$ cat config.mk
export PLATFORM = sky130hd
export DESIGN_NAME = stuffed_frame_receiver
export DESIGN_NICKNAME = d
export VERILOG_FILES = /design/src/hdl/sfr_pkg.sv /design/src/hdl/sfr_ram.sv /design/src/hdl/sfr_ctrl.sv /design/src/hdl/sfr_datapath.sv /design/src/hdl/stuffed_frame_receiver.sv
export SDC_FILE = /design/constraint.sdc
export NUM_CORES = 1
export LEC_CHECK = 0
export BUFFER_PORTS_ARGS = -buffer_cell sky130_fd_sc_hd__buf_2
export CORE_ASPECT_RATIO = 1.75
export CORE_MARGIN = 5
export CORE_UTILIZATION = 55
export DETAILED_ROUTE_END_ITERATION = 12
export HOLD_SLACK_MARGIN = 0.03
export PLACE_DENSITY = 0.69
export SLEW_MARGIN = 10
export SYNTH_ARGS = -nofsm -noshare
export SYNTH_HDL_FRONTEND = slang
export SYNTH_SLANG_ARGS = --single-unit
$ cat constraint.sdc
create_clock -name clk -period 9.15 [get_ports clk]
set_input_delay 0.4575 -clock clk [delete_from_list [all_inputs] [get_ports clk]]
set_output_delay 0.4575 -clock clk [all_outputs]
set_load 0.005 [all_outputs]
$ cat src/hdl/sfr_pkg.sv
`default_nettype none

package sfr_pkg;

  // output field widths
  localparam int unsigned IDX_W  = 5;
  localparam int unsigned BYTE_W = 8;
  localparam int unsigned SUM_W  = 32;

  // configuration register indexes
  localparam logic [1:0] CFG_FRAME_BYTE    = 2'd0;
  localparam logic [1:0] CFG_ESCAPE_BYTE   = 2'd1;
  localparam logic [1:0] CFG_CHECKSUM_SEED = 2'd2;

  // configuration reset values
  localparam logic [BYTE_W-1:0] FRAME_BYTE_RST  = 8'd126;
  localparam logic [BYTE_W-1:0] ESCAPE_BYTE_RST = 8'd125;
  localparam logic [SUM_W-1:0]  SEED_RST        = 32'd0;

  // frame result codes
  typedef enum logic [1:0] {
    STAT_GOOD     = 2'd0,
    STAT_BAD_SUM  = 2'd1,
    STAT_TOO_FEW  = 2'd2,
    STAT_TOO_MANY = 2'd3
  } status_t;

  // checksum fold step selects
  typedef enum logic [1:0] {
    FOLD_HOLD = 2'd0,
    FOLD_SUB  = 2'd1,
    FOLD_S16  = 2'd2,
    FOLD_S8   = 2'd3
  } fold_op_t;

  // controller states
  typedef enum logic [3:0] {
    ST_RUN,
    ST_SUB,
    ST_F16A,
    ST_F16B,
    ST_F8A,
    ST_F8B,
    ST_DECIDE,
    ST_READ,
    ST_LOAD,
    ST_ERR
  } state_t;

  // controller to datapath
  typedef struct packed {
    logic     accept;
    logic     restart;
    fold_op_t fold_op;
    logic     idx_inc;
    logic     out_load;
    logic     out_err;
  } sfr_cmd_t;

  // datapath to controller
  typedef struct packed {
    logic frame_end;
    logic frame_good;
    logic last_byte;
    logic out_free;
  } sfr_stat_t;

endpackage

`default_nettype wire

$ cat src/hdl/sfr_ram.sv
`default_nettype none

module sfr_ram #(
  parameter int unsigned WIDTH = 8,
  parameter int unsigned DEPTH = 32
) (
  input  wire logic                     clk,
  input  wire logic                     wr_en,
  input  wire logic [$clog2(DEPTH)-1:0] wr_addr,
  input  wire logic [WIDTH-1:0]         wr_data,
  input  wire logic [$clog2(DEPTH)-1:0] rd_addr,
  output logic      [WIDTH-1:0]         rd_data
);

  logic [WIDTH-1:0] mem [DEPTH];

  // one write port, registered read port
  always_ff @(posedge clk) begin
    if (wr_en) begin
      mem[wr_addr] <= wr_data;
    end
    rd_data <= mem[rd_addr];
  end

endmodule

`default_nettype wire

$ cat src/hdl/sfr_ctrl.sv
`default_nettype none

module sfr_ctrl
  import sfr_pkg::*;
(
  input  wire logic      clk,
  input  wire logic      rst_n,
  input  wire logic      in_valid,
  output logic           in_ready,
  input  wire sfr_stat_t stat,
  output sfr_cmd_t       cmd
);

  state_t state_r, state_nxt;

  // bytes are taken only while collecting a frame
  assign in_ready = (state_r == ST_RUN);

  // next state
  always_comb begin
    state_nxt = state_r;
    unique case (state_r)
      ST_RUN: begin
        if (in_valid && stat.frame_end) state_nxt = ST_SUB;
      end
      ST_SUB:    state_nxt = ST_F16A;
      ST_F16A:   state_nxt = ST_F16B;
      ST_F16B:   state_nxt = ST_F8A;
      ST_F8A:    state_nxt = ST_F8B;
      ST_F8B:    state_nxt = ST_DECIDE;
      ST_DECIDE: state_nxt = stat.frame_good ? ST_READ : ST_ERR;
      ST_READ:   state_nxt = ST_LOAD;
      ST_LOAD: begin
        if (stat.out_free) state_nxt = stat.last_byte ? ST_RUN : ST_READ;
      end
      ST_ERR: begin
        if (stat.out_free) state_nxt = ST_RUN;
      end
      default:   state_nxt = ST_RUN;
    endcase
  end

  // command outputs
  always_comb begin
    cmd          = '0;
    cmd.fold_op  = FOLD_HOLD;
    cmd.accept   = in_valid && in_ready;
    unique case (state_r)
      ST_SUB:  cmd.fold_op = FOLD_SUB;
      ST_F16A: cmd.fold_op = FOLD_S16;
      ST_F16B: cmd.fold_op = FOLD_S16;
      ST_F8A:  cmd.fold_op = FOLD_S8;
      ST_F8B:  cmd.fold_op = FOLD_S8;
      ST_LOAD: begin
        if (stat.out_free) begin
          cmd.out_load = 1'b1;
          cmd.restart  = stat.last_byte;
          cmd.idx_inc  = !stat.last_byte;
        end
      end
      ST_ERR: begin
        if (stat.out_free) begin
          cmd.out_load = 1'b1;
          cmd.out_err  = 1'b1;
          cmd.restart  = 1'b1;
        end
      end
      default: ;
    endcase
  end

  always_ff @(posedge clk) begin
    if (!rst_n) begin
      state_r <= ST_RUN;
    end else begin
      state_r <= state_nxt;
    end
  end

endmodule

`default_nettype wire

$ cat src/hdl/sfr_datapath.sv
`default_nettype none

module sfr_datapath
  import sfr_pkg::*;
#(
  parameter int unsigned BUFFER_BYTES   = 64,
  parameter int unsigned MIN_BODY_BYTES = 3
) (
  input  wire logic              clk,
  input  wire logic              rst_n,
  input  wire logic              cfg_wr_en,
  input  wire logic [1:0]        cfg_index,
  input  wire logic [SUM_W-1:0]  cfg_data,
  input  wire logic [BYTE_W-1:0] in_rx_byte,
  input  wire logic              out_ready,
  output logic                   out_valid,
  output logic      [1:0]        out_status,
  output logic      [BYTE_W-1:0] out_data_byte,
  output logic      [IDX_W-1:0]  out_byte_index,
  output logic      [IDX_W-1:0]  out_frame_length,
  output logic                   out_last_item,
  input  wire sfr_cmd_t          cmd,
  output sfr_stat_t              stat
);

  localparam int unsigned HALF_BUF = (BUFFER_BYTES / 2) < 32 ? (BUFFER_BYTES / 2) : 32;
  localparam int unsigned CW       = $clog2(BUFFER_BYTES + 1);
  localparam int unsigned AW       = $clog2(HALF_BUF);
  localparam int unsigned EW       = CW > IDX_W ? CW : IDX_W;

  // configuration registers
  logic [BYTE_W-1:0] frame_byte_r, escape_byte_r;
  logic [SUM_W-1:0]  seed_r;

  always_ff @(posedge clk) begin
    if (!rst_n) begin
      frame_byte_r  <= FRAME_BYTE_RST;
      escape_byte_r <= ESCAPE_BYTE_RST;
      seed_r        <= SEED_RST;
    end else if (cfg_wr_en) begin
      unique case (cfg_index)
        CFG_FRAME_BYTE:    frame_byte_r  <= cfg_data[BYTE_W-1:0];
        CFG_ESCAPE_BYTE:   escape_byte_r <= cfg_data[BYTE_W-1:0];
        CFG_CHECKSUM_SEED: seed_r        <= cfg_data;
        default: ;
      endcase
    end
  end

  // frame state
  logic [CW-1:0]     count_r, count_nxt;
  logic [SUM_W-1:0]  sum_r, sum_nxt;
  logic [BYTE_W-1:0] newest_r, newest_nxt;
  logic              esc_r, esc_nxt;
  logic [SUM_W-1:0]  fold_r, fold_nxt;
  logic [IDX_W-1:0]  idx_r, idx_nxt;

  // byte classification
  logic is_frame, is_escape, set_esc, store_en, ram_we;

  assign is_frame  = (in_rx_byte == frame_byte_r);
  assign is_escape = (in_rx_byte == escape_byte_r);
  assign set_esc   = !is_frame && is_escape && !esc_r;
  assign store_en  = cmd.accept && !stat.frame_end && !set_esc &&
                     (count_r < CW'(BUFFER_BYTES));
  assign ram_we    = store_en && (count_r < CW'(HALF_BUF));

  // frame store
  logic [BYTE_W-1:0] rd_data;

  sfr_ram #(
    .WIDTH (BYTE_W),
    .DEPTH (HALF_BUF)
  ) u_store (
    .clk     (clk),
    .wr_en   (ram_we),
    .wr_addr (count_r[AW-1:0]),
    .wr_data (in_rx_byte),
    .rd_addr (idx_r[AW-1:0]),
    .rd_data (rd_data)
  );

  // frame verdict and length
  logic [EW-1:0]    count_ext, len_ext;
  logic [IDX_W-1:0] len;
  logic             too_few, too_many, sum_ok;
  status_t          code;

  assign count_ext = EW'(count_r);
  assign len_ext   = (count_r == '0) ? '0 : count_ext - EW'(1);
  assign too_few   = count_r < CW'(MIN_BODY_BYTES + 1);
  assign too_many  = count_r > CW'(HALF_BUF);
  assign sum_ok    = (fold_r[BYTE_W-1:0] == newest_r);
  assign len       = (too_many && !too_few) ? '1 : len_ext[IDX_W-1:0];

  always_comb begin
    priority if (too_few) code = STAT_TOO_FEW;
    else if (too_many)    code = STAT_TOO_MANY;
    else if (!sum_ok)     code = STAT_BAD_SUM;
    else                  code = STAT_GOOD;
  end

  // status to controller
  assign stat.frame_end  = is_frame && !esc_r;
  assign stat.frame_good = (code == STAT_GOOD);
  assign stat.last_byte  = (idx_r == len - IDX_W'(1));
  assign stat.out_free   = !out_valid || out_ready;

  // frame state update
  always_comb begin
    count_nxt  = count_r;
    sum_nxt    = sum_r;
    newest_nxt = newest_r;
    esc_nxt    = esc_r;
    idx_nxt    = idx_r;
    if (cmd.restart) begin
      count_nxt  = '0;
      sum_nxt    = seed_r;
      newest_nxt = '0;
      esc_nxt    = 1'b0;
      idx_nxt    = '0;
    end else begin
      if (cmd.accept && !stat.frame_end) esc_nxt = set_esc;
      if (store_en) begin
        count_nxt  = count_r + CW'(1);
        sum_nxt    = sum_r + SUM_W'(in_rx_byte);
        newest_nxt = in_rx_byte;
      end
      if (cmd.idx_inc) idx_nxt = idx_r + IDX_W'(1);
    end
  end

  // end-around fold, one add per cycle
  always_comb begin
    unique case (cmd.fold_op)
      FOLD_SUB:  fold_nxt = sum_r - SUM_W'(newest_r);
      FOLD_S16:  fold_nxt = fold_r + {16'd0, fold_r[31:16]};
      FOLD_S8:   fold_nxt = fold_r + {8'd0, fold_r[31:8]};
      FOLD_HOLD: fold_nxt = fold_r;
      default:   fold_nxt = fold_r;
    endcase
  end

  always_ff @(posedge clk) begin
    if (!rst_n) begin
      count_r  <= '0;
      sum_r    <= SEED_RST;
      newest_r <= '0;
      esc_r    <= 1'b0;
      idx_r    <= '0;
    end else begin
      count_r  <= count_nxt;
      sum_r    <= sum_nxt;
      newest_r <= newest_nxt;
      esc_r    <= esc_nxt;
      idx_r    <= idx_nxt;
    end
  end

  always_ff @(posedge clk) begin
    fold_r <= fold_nxt;
  end

  // output word register
  logic out_valid_r, out_valid_nxt;

  always_comb begin
    out_valid_nxt = out_valid_r;
    if (cmd.out_load)     out_valid_nxt = 1'b1;
    else if (out_ready)   out_valid_nxt = 1'b0;
  end

  always_ff @(posedge clk) begin
    if (!rst_n) begin
      out_valid_r <= 1'b0;
    end else begin
      out_valid_r <= out_valid_nxt;
    end
  end

  always_ff @(posedge clk) begin
    if (cmd.out_load) begin
      out_frame_length <= len;
      if (cmd.out_err) begin
        out_status     <= code;
        out_data_byte  <= '0;
        out_byte_index <= '0;
        out_last_item  <= 1'b1;
      end else begin
        out_status     <= STAT_GOOD;
        out_data_byte  <= rd_data;
        out_byte_index <= idx_r;
        out_last_item  <= stat.last_byte;
      end
    end
  end

  assign out_valid = out_valid_r;

  // checks
  a_count_bound: assert property (@(posedge clk) disable iff (!rst_n)
    count_r <= CW'(BUFFER_BYTES))
    else $error("stored count past buffer size");

  a_load_free: assert property (@(posedge clk) disable iff (!rst_n)
    cmd.out_load |-> stat.out_free)
    else $error("output word overwritten before taken");

  a_good_index: assert property (@(posedge clk) disable iff (!rst_n)
    (cmd.out_load && !cmd.out_err) |=>
      (out_byte_index < out_frame_length) && (out_status == STAT_GOOD))
    else $error("good frame word index out of range");

  a_no_store_in_drain: assert property (@(posedge clk) disable iff (!rst_n)
    (cmd.fold_op != FOLD_HOLD) |-> !cmd.accept)
    else $error("byte taken while checksum folds");

endmodule

`default_nettype wire

$ cat src/hdl/stuffed_frame_receiver.sv
`default_nettype none

// channel   direction  handshake               payload
// in_       input      in_valid / in_ready     in_rx_byte[7:0]
// out_      output     out_valid / out_ready   out_status[1:0], out_data_byte[7:0],
//                                              out_byte_index[4:0],
//                                              out_frame_length[4:0], out_last_item
// cfg_      input      cfg_wr_en               cfg_index[1:0], cfg_data[31:0]
//
// one received byte per cycle while a frame is collected
// a frame end runs states SUB, F16A, F16B, F8A, F8B (fold) and DECIDE, in_ready low;
// then READ, LOAD per good body word via the store read port, or ERR per error word
// a waiting last result word does not block bytes of the next frame
// rst_n is synchronous; the frame store is not cleared, only written entries are read
// out_ready low holds the output word and stalls the drain

module stuffed_frame_receiver
  import sfr_pkg::*;
#(
  parameter int unsigned BUFFER_BYTES   = 64,
  parameter int unsigned MIN_BODY_BYTES = 3
) (
  input  wire logic              clk,
  input  wire logic              rst_n,
  input  wire logic              cfg_wr_en,
  input  wire logic [1:0]        cfg_index,
  input  wire logic [SUM_W-1:0]  cfg_data,
  input  wire logic              in_valid,
  output logic                   in_ready,
  input  wire logic [BYTE_W-1:0] in_rx_byte,
  output logic                   out_valid,
  input  wire logic              out_ready,
  output logic      [1:0]        out_status,
  output logic      [BYTE_W-1:0] out_data_byte,
  output logic      [IDX_W-1:0]  out_byte_index,
  output logic      [IDX_W-1:0]  out_frame_length,
  output logic                   out_last_item
);

  sfr_cmd_t  cmd;
  sfr_stat_t stat;

  sfr_ctrl u_ctrl (
    .clk      (clk),
    .rst_n    (rst_n),
    .in_valid (in_valid),
    .in_ready (in_ready),
    .stat     (stat),
    .cmd      (cmd)
  );

  sfr_datapath #(
    .BUFFER_BYTES   (BUFFER_BYTES),
    .MIN_BODY_BYTES (MIN_BODY_BYTES)
  ) u_dp (
    .clk              (clk),
    .rst_n            (rst_n),
    .cfg_wr_en        (cfg_wr_en),
    .cfg_index        (cfg_index),
    .cfg_data         (cfg_data),
    .in_rx_byte       (in_rx_byte),
    .out_ready        (out_ready),
    .out_valid        (out_valid),
    .out_status       (out_status),
    .out_data_byte    (out_data_byte),
    .out_byte_index   (out_byte_index),
    .out_frame_length (out_frame_length),
    .out_last_item    (out_last_item),
    .cmd              (cmd),
    .stat             (stat)
  );

endmodule

`default_nettype wire

==> results of run 1 <==
==> area by class of cell <==
cell class	count	area [um2]	area share [%]
well taps	475	594.3	2.672
repair buffers	84	457.9	2.059
clock buffers	49	1076	4.838
diodes	1	2.502	0.01125
clock inverters	21	193.9	0.8719
inverters	42	157.7	0.7088
multi-input cells	1064	8194	36.84
flip-flops and latches	423	11570	52.00
==> power breakdown <==
group | switching, mW | internal [mW]
sequential | 0.0243 | 2.11
clock | 0.711 | 0.923
combinational | 0.290 | 0.178
total | 1.03 | 3.21
==> Yosys cell counts, drive strengths merged, types with 10 or more instances <==
cell type | instances | area, um2
edfxtp | 309 | 9279
nand2 | 165 | 619.3
dfxtp | 114 | 2282
nor2 | 104 | 392.9
a21oi | 95 | 490.5
mux4 | 80 | 1802
clkbuf | 70 | 264.0
xnor2 | 57 | 506.7
nand3 | 53 | 265.3
ha | 49 | 613.1
o21ai | 49 | 249.0
inv | 42 | 157.7
xor2 | 36 | 315.3
and2 | 32 | 200.2
nor3 | 29 | 161.4
mux2 | 24 | 270.3
mux2i | 23 | 230.2
buf | 21 | 120.1
nand4 | 21 | 131.4
and3 | 19 | 118.9
o211ai | 19 | 142.6
nor4 | 17 | 112.6
or3 | 17 | 111.4
a31oi | 16 | 100.1
nand2b | 14 | 87.58
a21o | 13 | 97.59
o31a | 11 | 96.34
o21a | 10 | 75.07
==> how the worst max path moves through the flow <==
stage                                  from              end  cells past startpoint
after floorplan           u_ctrl.state_r[2]  u_dp.fold_r[23]                     15
after global placement    u_ctrl.state_r[2]  u_dp.fold_r[25]                     13
after detailed placement  u_dp.count_ext[0]    u_dp.sum_r[3]                     13
after CTS                 u_dp.count_ext[0]    u_dp.sum_r[2]                     13
after global routing      u_dp.count_ext[0]    u_dp.sum_r[2]                     13
final                     u_dp.count_ext[0]    u_dp.sum_r[2]                     13
==> state kept, by name, indices dropped and copies added, names as in the netlist <==
| name | cells |
|---|---|
| u_dp.escape_byte_r | 8 |
| u_dp.fold_r | 32 |
| u_dp.idx_r | 5 |
| u_dp.out_status | 2 |
| u_dp.sum_r | 32 |
| u_dp.newest_r | 8 |
| u_dp.out_data_byte | 8 |
| u_dp.u_store.mem | 256 |
| u_dp.frame_byte_r | 8 |
| u_dp.out_valid | 1 |
| u_dp.out_byte_index | 5 |
| u_dp.out_last_item | 1 |
| u_dp.seed_r | 32 |
| u_dp.out_frame_length | 5 |
| u_dp.count_ext | 7 |
| u_dp.esc_r | 1 |
| u_ctrl.state_r | 4 |
| u_dp.u_store.rd_data | 8 |
==> per-stage QoR <==
| stage | utilization, % | power, mW |
|---|---|---|
| finish | 60.68 | 4.233 |
| floorplan | - | 2.482 |
| global placement | 57.21 | 2.624 |
| global route | 60.68 | 4.372 |
| detailed placement | 57.21 | 2.637 |
| CTS | 60.68 | 4.261 |
==> worst max-delay path, stage by stage, from the launching register on <==
cell and delay (ns):
dfxtp_1 0.43, inv_1 0.19, ha_1 0.26, or4b_4 0.53
a21oi_4 0.29, a21oi_1 0.17, inv_1 0.09, ha_1 0.18
xnor2_1 0.14, xnor2_1 0.11, or4b_4 0.58, o21ai_2 0.83
nand2_1 0.34, o211ai_1 0.26
==> cells by family after synthesis <==
| kind of cell | count (synthesis) | share of synthesized area [%] |
|---|---|---|
| xor gates and xnor gates | 93 | 4.055 |
| and+or+nand+nor | 515 | 12.66 |
| buffers and inverters | 133 | 2.672 |
| DFF | 423 | 57.03 |
| AOI/OAI and AO/OA | 277 | 8.912 |
| muxes | 127 | 11.36 |
| adders and majority gates | 52 | 3.320 |
==> per-layer routing <==
metal / track usage [%] / share of wire [%] / vias to the layer above / wire [um]
met5: 0 / 0 / - / 0
met4: 13.40 / 6.2 / 0 / 3167
met3: 2.590 / 3.5 / 138 / 1759
met2: 47.57 / 56 / 367 / 28650
met1: 25.89 / 34 / 6637 / 17160
li1: - / - / 6154 / -
==> out/metrics.cfg, run 1 <==
[outcome]
status=finished, final reports clean

[setup_path]
crit_type=register to register
reg2reg_slack_ns=4.66
critPathRequiredTime_ns=9.61
regToRegStartpoint=u_dp.count_ext[0]
end_kind=register
cp.arrival_ns=4.95
regToRegEndpoint=u_dp.sum_r[2]
start_kind=register
rr_worst_depth=13
crit_fanout=23

[sta]
fmax_mhz=222.9
final_hold_viol_count=0
rsz0062_at_grt=false
relSlewSlack_pct=20.77
min_period_ns=4.485
fin_setup_tns_ns=0
slew_violations=0
hold_ws_ns=0.1574
worst_slack_ns=4.665
period_share_pct=49.02
finalSetupViolations=0
tightest_slew_ns=1.189
worst_clock_skew_ns=0.01903

[worst_hold_path]
hold_class=input port to register
worstHoldStart=cfg_data[8]
holdPathStages=3
whs_endpoint=u_dp.seed_r[8]

[detailed_routing]
finalWirelength_mm=50.74
drt-initial-drc-count=807
postRouteAntennaNets=0
vias=13300
wl_per_cell_um=23.50
dr.pass1.iters=5
drc=0
viasPerCell=6.158

[die]
dieArea_um2=40950
io_pins=70
fp.dieH_um=264.0
rows=93
start_util_pct=55.31
core_um2=36650
dieWidth_um=155.1

[clock_network]
h-tree-depth=2
worstSkewPairLatency_ns=0.55
clk_pin_slew_ns=0.07
post_cts_buffers=0
cts_root_buffer=clkbuf_16
cts_made_buffers=39
clock_sinks=423
cts_hold_buf=0
cts_resized=0
clockBufferDepth=3
tritoncts=yes

[placement]
io_buffer_count=69
place_hpwl_mm=35.43
place_ws_ns=4.727
placed_cell_area_um2=20970
gp_congestion=0.9407
numPlacedInstances=2088

[run]
drv_cap=0

[cells_and_area]
final_common_cell=edfxtp_1
fin_cells=2159
fillers=2875
final_area_um2=22240
final_cell_mix=edfxtp_1 (309), nand2_1 (165), dfxtp_1 (112)
drive_gt1_share_pct=16.52
nets=1753
syn2layout_area_growth_pct=9.714

[synth]
synth_edf_count=309
avgSynthCellArea_um2=12.51
synth_seq_area_share_pct=57.03
synth_fp_nets=1719
ys_warn_count=0
syn_inst=1620
synth_top_flop_cell=edfxtp_1
syn_area_um2=20270
async_reset_ff_share_pct=0
ys_types=82
ys_seq_elements=423

[pwr]
max-vdd-ir-drop_mv=0.1749
power_density_nw_per_um2=190.3
static-leakage-power_nw=7.585

[global_routing]
grt_first_pass_wirelength_mm=78.14
grt_max_degree=70
grt_pass1_vias=13620
track_usage_pct=24.79
grt_remaining_overflow=0
antenna_found_initial=1

Note: power is estimated with default switching activity, not from simulation.
==> inputs of run 2 (changes only) <==
clock period = 4.3 ns   (was 9.15 ns; I/O delays follow)
==> out/metrics.cfg, run 2 (synthesis results as in run 1) <==
[outcome]
status=finished, final reports clean

[run]
drv_cap=0  ; unchanged

[sta]
min_period_ns=3.992  ; -0.4938 ns
hold_ws_ns=0.06269  ; -0.09475 ns
fin_setup_tns_ns=0  ; unchanged
slew_violations=0  ; unchanged
period_share_pct=92.83  ; +44 points
worst_clock_skew_ns=0.03309  ; +0.01405 ns
final_hold_viol_count=0  ; unchanged
tightest_slew_ns=1.180  ; -0.008337 ns
finalSetupViolations=0  ; unchanged
rsz0062_at_grt=false
fmax_mhz=250.5  ; +12%
relSlewSlack_pct=21.32  ; +0.56 points

[global_routing]
track_usage_pct=25.25  ; +0.46 points
grt_first_pass_wirelength_mm=79.42  ; +1.6%
antenna_found_initial=0  ; -1
grt_max_degree=56  ; -20%
grt_remaining_overflow=0  ; unchanged
grt_pass1_vias=13940  ; +2.4%

[cells_and_area]
final_cell_mix=edfxtp_1 (309), nand2_1 (165), dfxtp_1 (112)
nets=1827  ; +4.2%
syn2layout_area_growth_pct=13.20
largest_reg_flops=256  ; unchanged
final_common_cell=edfxtp_1
postLayoutCoreUtil_pct=62.61  ; +1.9 points
drive_gt1_share_pct=18.42  ; +1.9 points
regMostFlops=u_dp.u_store.mem
num_antenna_cells=0  ; -1
fillers=2805  ; -2.4%
fin_cells=2234  ; +3.5%

[clock_network]
cts_made_buffers=39  ; unchanged
clockBufferDepth=3  ; unchanged
post_cts_buffers=0  ; unchanged
worstSkewPairLatency_ns=0.55  ; about the same
cts_root_buffer=clkbuf_16
clock_sinks=423  ; unchanged
tritoncts=yes
clk_pin_slew_ns=0.06  ; about the same
h-tree-depth=2  ; unchanged

[pwr]
static-leakage-power_nw=7.968  ; +5.1%
total_power_mw=9.046  ; +110%
max-vdd-ir-drop_mv=0.4377  ; +150%
power_density_nw_per_um2=394.2  ; +110%

[die]
start_util_pct=55.31  ; unchanged
io_pins=70  ; unchanged
dieArea_um2=40950  ; unchanged
core_um2=36650  ; unchanged
dieWidth_um=155.1  ; unchanged
fp.dieH_um=264.0  ; unchanged
rows=93  ; unchanged

[setup_path]
critPathRequiredTime_ns=4.55  ; -5.06 ns
critPathTopFamily=simple AND/OR/NAND/NOR gates
cp.arrival_ns=4.24  ; -0.71 ns
cp.buffers_inverters=1  ; -1
crit_type=register to register
crit_chain=nor2b_1 -> nor2b_1 -> buf_12 -> mux2_2 -> ha_1 -> a21oi_1 -> o21ai_0 -> a221oi_1 -> nor2_1 -> nor4_1 -> or3b_2 -> nand4_1 -> o21ai_0
end_kind=register
cp_slowest_stage_delay_ns=0.47  ; -0.36 ns
start_kind=register
slowest_stage=or3b_2
crit_fanout=25  ; +8.7%

[placement]
numPlacedInstances=2126  ; +1.8%
gp_congestion=0.9253  ; -1.6%
io_buffer_count=69  ; unchanged
place_hpwl_mm=36.70  ; +3.6%

[detailed_routing]
drt-initial-drc-count=784  ; -2.9%
postRouteAntennaNets=0  ; unchanged
vias=13600  ; +2.3%
drc=0  ; unchanged
viasPerCell=6.089  ; -1.1%
wl_per_cell_um=23.10  ; -1.7%
dr.pass1.iters=5  ; unchanged
finalWirelength_mm=51.61  ; +1.7%

[worst_hold_path]
hold_class=input port to register

run 2: cell types whose count changed in the layout (fill, tap and decap cells not counted), moves of 3 or more:
cell | previous run | this run
clkinv_1 | 9 | 2
clkbuf_8 | 2 | 5
dlygate4sd3_1 | 0 | 36
buf_4 | 15 | 50
buf_12 | 0 | 3
clkinv_2 | 4 | 9
run 2: worst paths after layout:
check	startpoint	cells past startpoint	end	slack [ns]
hold reg to reg	u_dp.seed_r[21]	2	u_dp.seed_r[21]	0.45
setup / recovery	u_ctrl.state_r[2]	13	u_dp.fold_r[23]	0.31
hold / removal	in_rx_byte[4]	1	u_dp.u_store.mem[4][4]	0.06
setup reg to reg	u_ctrl.state_r[2]	13	u_dp.fold_r[23]	0.31
run 2: what timing repair did:
item	4_1_cts	5_1_grt
hold buffers	36	0
hold endpoints to repair	60	0
setup endpoints to repair	0	3
gates resized for setup	0	1
run 2: per-layer routing:
| metal | routed length, um | global-route usage [%] | vias up |
|---|---|---|---|
| met5 | 0 | 0 | - |
| met4 | 3965 | 16.53 | 0 |
| met3 | 1852 | 2.836 | 157 |
| met2 | 28100 | 46.45 | 394 |
| met1 | 17700 | 26.78 | 6736 |
| li1 | - | - | 6315 |
run 2: area by class of cell:
type,count,area (um2),area share (%)
clock inverter,20,198.9,0.8669
sequential,423,11570,50.40
clock buffer,52,1096,4.776
inverter,42,157.7,0.6869
multi-input combinational,1064,8195,35.71
tap,475,594.3,2.590
timing repair buffer,158,1141,4.972
run 2: per-stage QoR:
stage / instance area, um2 / setup WS [ns]
final: 22950 / 0.3084
after global routing: 22950 / 0.04384
after floorplan: 20270 / 0.3431
after detailed placement: 21290 / 0.4188
after CTS: 22950 / 0.3969
after global placement: 21290 / 0.4803
run 2: power by group:
group          internal (mW)  total (mW)  leakage (nW)  switching (mW)
Combinational          0.409        1.04          3.61           0.633
Clock                   1.94        3.48         0.639            1.54
Sequential              4.48        4.53          3.71          0.0448
==> inputs of run 3 (changes only) <==
PLACE_DENSITY = 0.76   (was 0.69)
==> out/metrics.cfg, run 3 (synthesis results as in run 1) <==
[outcome]
status=finished, final reports clean

[pwr]
seqPwrFrac_pct=49.3  ; -0.7 points
switchingPower_mw=2.237  ; +1.0%
p_sw_share_pct=24.32  ; -0.16 points
p_clk_share_pct=39.2  ; +0.7 points
total_power_mw=9.197  ; +1.7%
power_density_nw_per_um2=402.5  ; +2.1%
pwr-share-comb_pct=11.4  ; about the same
p_int_mw=6.960  ; +1.9%
max-vdd-ir-drop_mv=0.4257  ; -2.8%
static-leakage-power_nw=7.883  ; -1.1%

[clock_network]
cts_made_buffers=40  ; +2.6%
cts_root_buffer=clkbuf_16
worstSkewPairLatency_ns=0.56  ; about the same
clk_pin_slew_ns=0.06  ; about the same
clock_sinks=423  ; unchanged
cts_resized=0  ; unchanged
clockBufferDepth=3  ; unchanged
h-tree-depth=2  ; unchanged
tritoncts=yes

[placement]
place_hpwl_mm=38.35  ; +4.5%
gp_congestion=0.9198  ; -0.59%
io_buffer_count=69  ; unchanged
numPlacedInstances=2110  ; -0.75%

[setup_path]
reg2reg_slack_ns=0.32  ; about the same
cp.arrival_ns=4.26  ; +0.02 ns
critPathRequiredTime_ns=4.57  ; +0.02 ns
rr_worst_depth=13  ; unchanged
end_kind=register
crit_chain=nor2b_1 -> nor2b_1 -> buf_12 -> mux2_2 -> ha_1 -> a21o_1 -> a21o_1 -> a221oi_1 -> nor2_1 -> nor4_1 -> or3b_2 -> nand4_1 -> o21ai_0
cp.buffers_inverters=1  ; unchanged
crit_type=register to register
critPathLaunch=u_ctrl.state_r[2]
critPathTopFamily=simple AND/OR/NAND/NOR gates
crit_fanout=25  ; unchanged
cp_slowest_stage_delay_ns=0.49  ; +0.02 ns
start_kind=register
regToRegStartpoint=u_ctrl.state_r[2]
regToRegEndpoint=u_dp.fold_r[23]
slowest_stage=or3b_2

[global_routing]
met3_usage_pct=3.163  ; +0.33 points
use_met1_pct=26.81  ; about the same
grt_remaining_overflow=0  ; unchanged
busiest_layer=met2
track_usage_pct=26.65  ; +1.4 points
antenna_found_initial=1  ; +1
grt_pass1_vias=14310  ; +2.6%
grt_util_met2_pct=49.22  ; +2.8 points
grt_first_pass_wirelength_mm=82.91  ; +4.4%
grt_max_degree=66  ; +18%

[sta]
relSlewSlack_pct=21.25  ; -0.067 points
hold_ws_ns=0.06855  ; +0.005859 ns
tightest_slew_ns=1.181  ; +0.001006 ns
final_hold_viol_count=0  ; unchanged
fmax_mhz=251.0  ; +0.20%
finalSetupViolations=0  ; unchanged
rsz0062_at_grt=false
min_period_ns=3.984  ; -0.007940 ns
period_share_pct=92.64  ; -0.18 points
worst_clock_skew_ns=0.02248  ; -0.01061 ns
slew_violations=0  ; unchanged
fin_setup_tns_ns=0  ; unchanged

[cells_and_area]
final_cell_mix=edfxtp_1 (309), nand2_1 (165), dfxtp_1 (112)
multiInputGateArea_um2=8194  ; about the same
seq_area_um2=11570  ; unchanged
nets=1812  ; -0.82%
regMostFlops=u_dp.u_store.mem
final_common_cell=edfxtp_1
fillers=2759  ; -1.6%
fin_cells=2218  ; -0.72%
drive_gt1_share_pct=17.50  ; -0.92 points
num_antenna_cells=0  ; unchanged
largest_reg_flops=256  ; unchanged
syn2layout_area_growth_pct=12.72

[die]
dieWidth_um=155.1  ; unchanged
rows=93  ; unchanged
dieArea_um2=40950  ; unchanged
start_util_pct=55.31  ; unchanged
core_um2=36650  ; unchanged
fp.dieH_um=264.0  ; unchanged
io_pins=70  ; unchanged

[detailed_routing]
wl_per_cell_um=24.60  ; +6.5%
postRouteAntennaNets=0  ; unchanged
drt-initial-drc-count=924  ; +18%
finalWirelength_mm=54.57  ; +5.7%
dr.pass1.iters=5  ; unchanged
vias=13880  ; +2.0%
viasPerCell=6.256  ; +2.7%
drc=0  ; unchanged

[worst_hold_path]
whs_endpoint=u_dp.u_store.mem[12][1]
hold_class=input port to register
worstHoldStart=in_rx_byte[1]
holdPathStages=1  ; unchanged

[run]
drv_cap=0  ; unchanged

## run 3: final cells by class
cell class	instances	area share, %
clock buffers	52	4.665
flip-flops and latches	423	50.61
multi-input cells	1064	35.86
well taps	475	2.601
inverters	42	0.6899
repair buffers	142	4.408
clock inverters	20	1.166
## run 3: worst register-to-register path: cells and delay by family, from the launching register on
kind / cells / cell delay (ns)
AOI/OAI and AO/OA: 4 / 0.84
adders and majority gates: 1 / 0.38
buffers and inverters: 1 / 0.20
DFF: 1 / 0.33
muxes: 1 / 0.37
and+or+nand+nor: 6 / 1.58
## run 3: per-layer routing
metal  routed length (um)  up-vias  part of all wire, %
li1                     -     6270                    -
met1                17530     6891                   32
met2                29810      518                   55
met3                 2242      194                  4.1
met4                 4963        2                  9.1
met5                   19        -                0.035
## run 3: worst max-delay path by stage
stage	end	slack, ns	depth (start not counted)
after floorplan	u_dp.fold_r[23]	0.34	15
after global placement	u_dp.fold_r[26]	0.47	15
after detailed placement	u_dp.fold_r[28]	0.38	15
after CTS	u_dp.fold_r[28]	0.37	15
after global routing	u_dp.fold_r[23]	0.06	13
final	u_dp.fold_r[23]	0.32	13
## run 3: power groups by stage
| stage | registers (mW) | clock network [mW] | logic [mW] |
|---|---|---|---|
| 5_1_grt | 4.54 | 3.85 | 1.13 |
| 3_3_place_gp | 4.62 | 0 | 0.974 |
| 2_1_floorplan | 4.60 | 0 | 0.686 |
| 4_1_cts | 4.53 | 3.67 | 1.04 |
| 6_report | 4.54 | 3.61 | 1.05 |
| 3_5_place_dp | 4.62 | 0 | 1.01 |
## run 3: per-stage QoR
stage                     worst slack (ns)  utilization [%]  area (um2)
final                               0.3163            62.35       22850
after detailed placement            0.3798            57.73       21160
after global routing               0.05965            62.35       22850
after CTS                           0.3749            62.29       22830
after global placement              0.4652            57.73       21160
after floorplan                     0.3431                -       20270
## run 3: timing repair
item	4_1_cts	5_1_grt
hold endpoints to repair	50	0
setup endpoints to repair	0	1
hold buffers	34	0
setup buffers	0	1
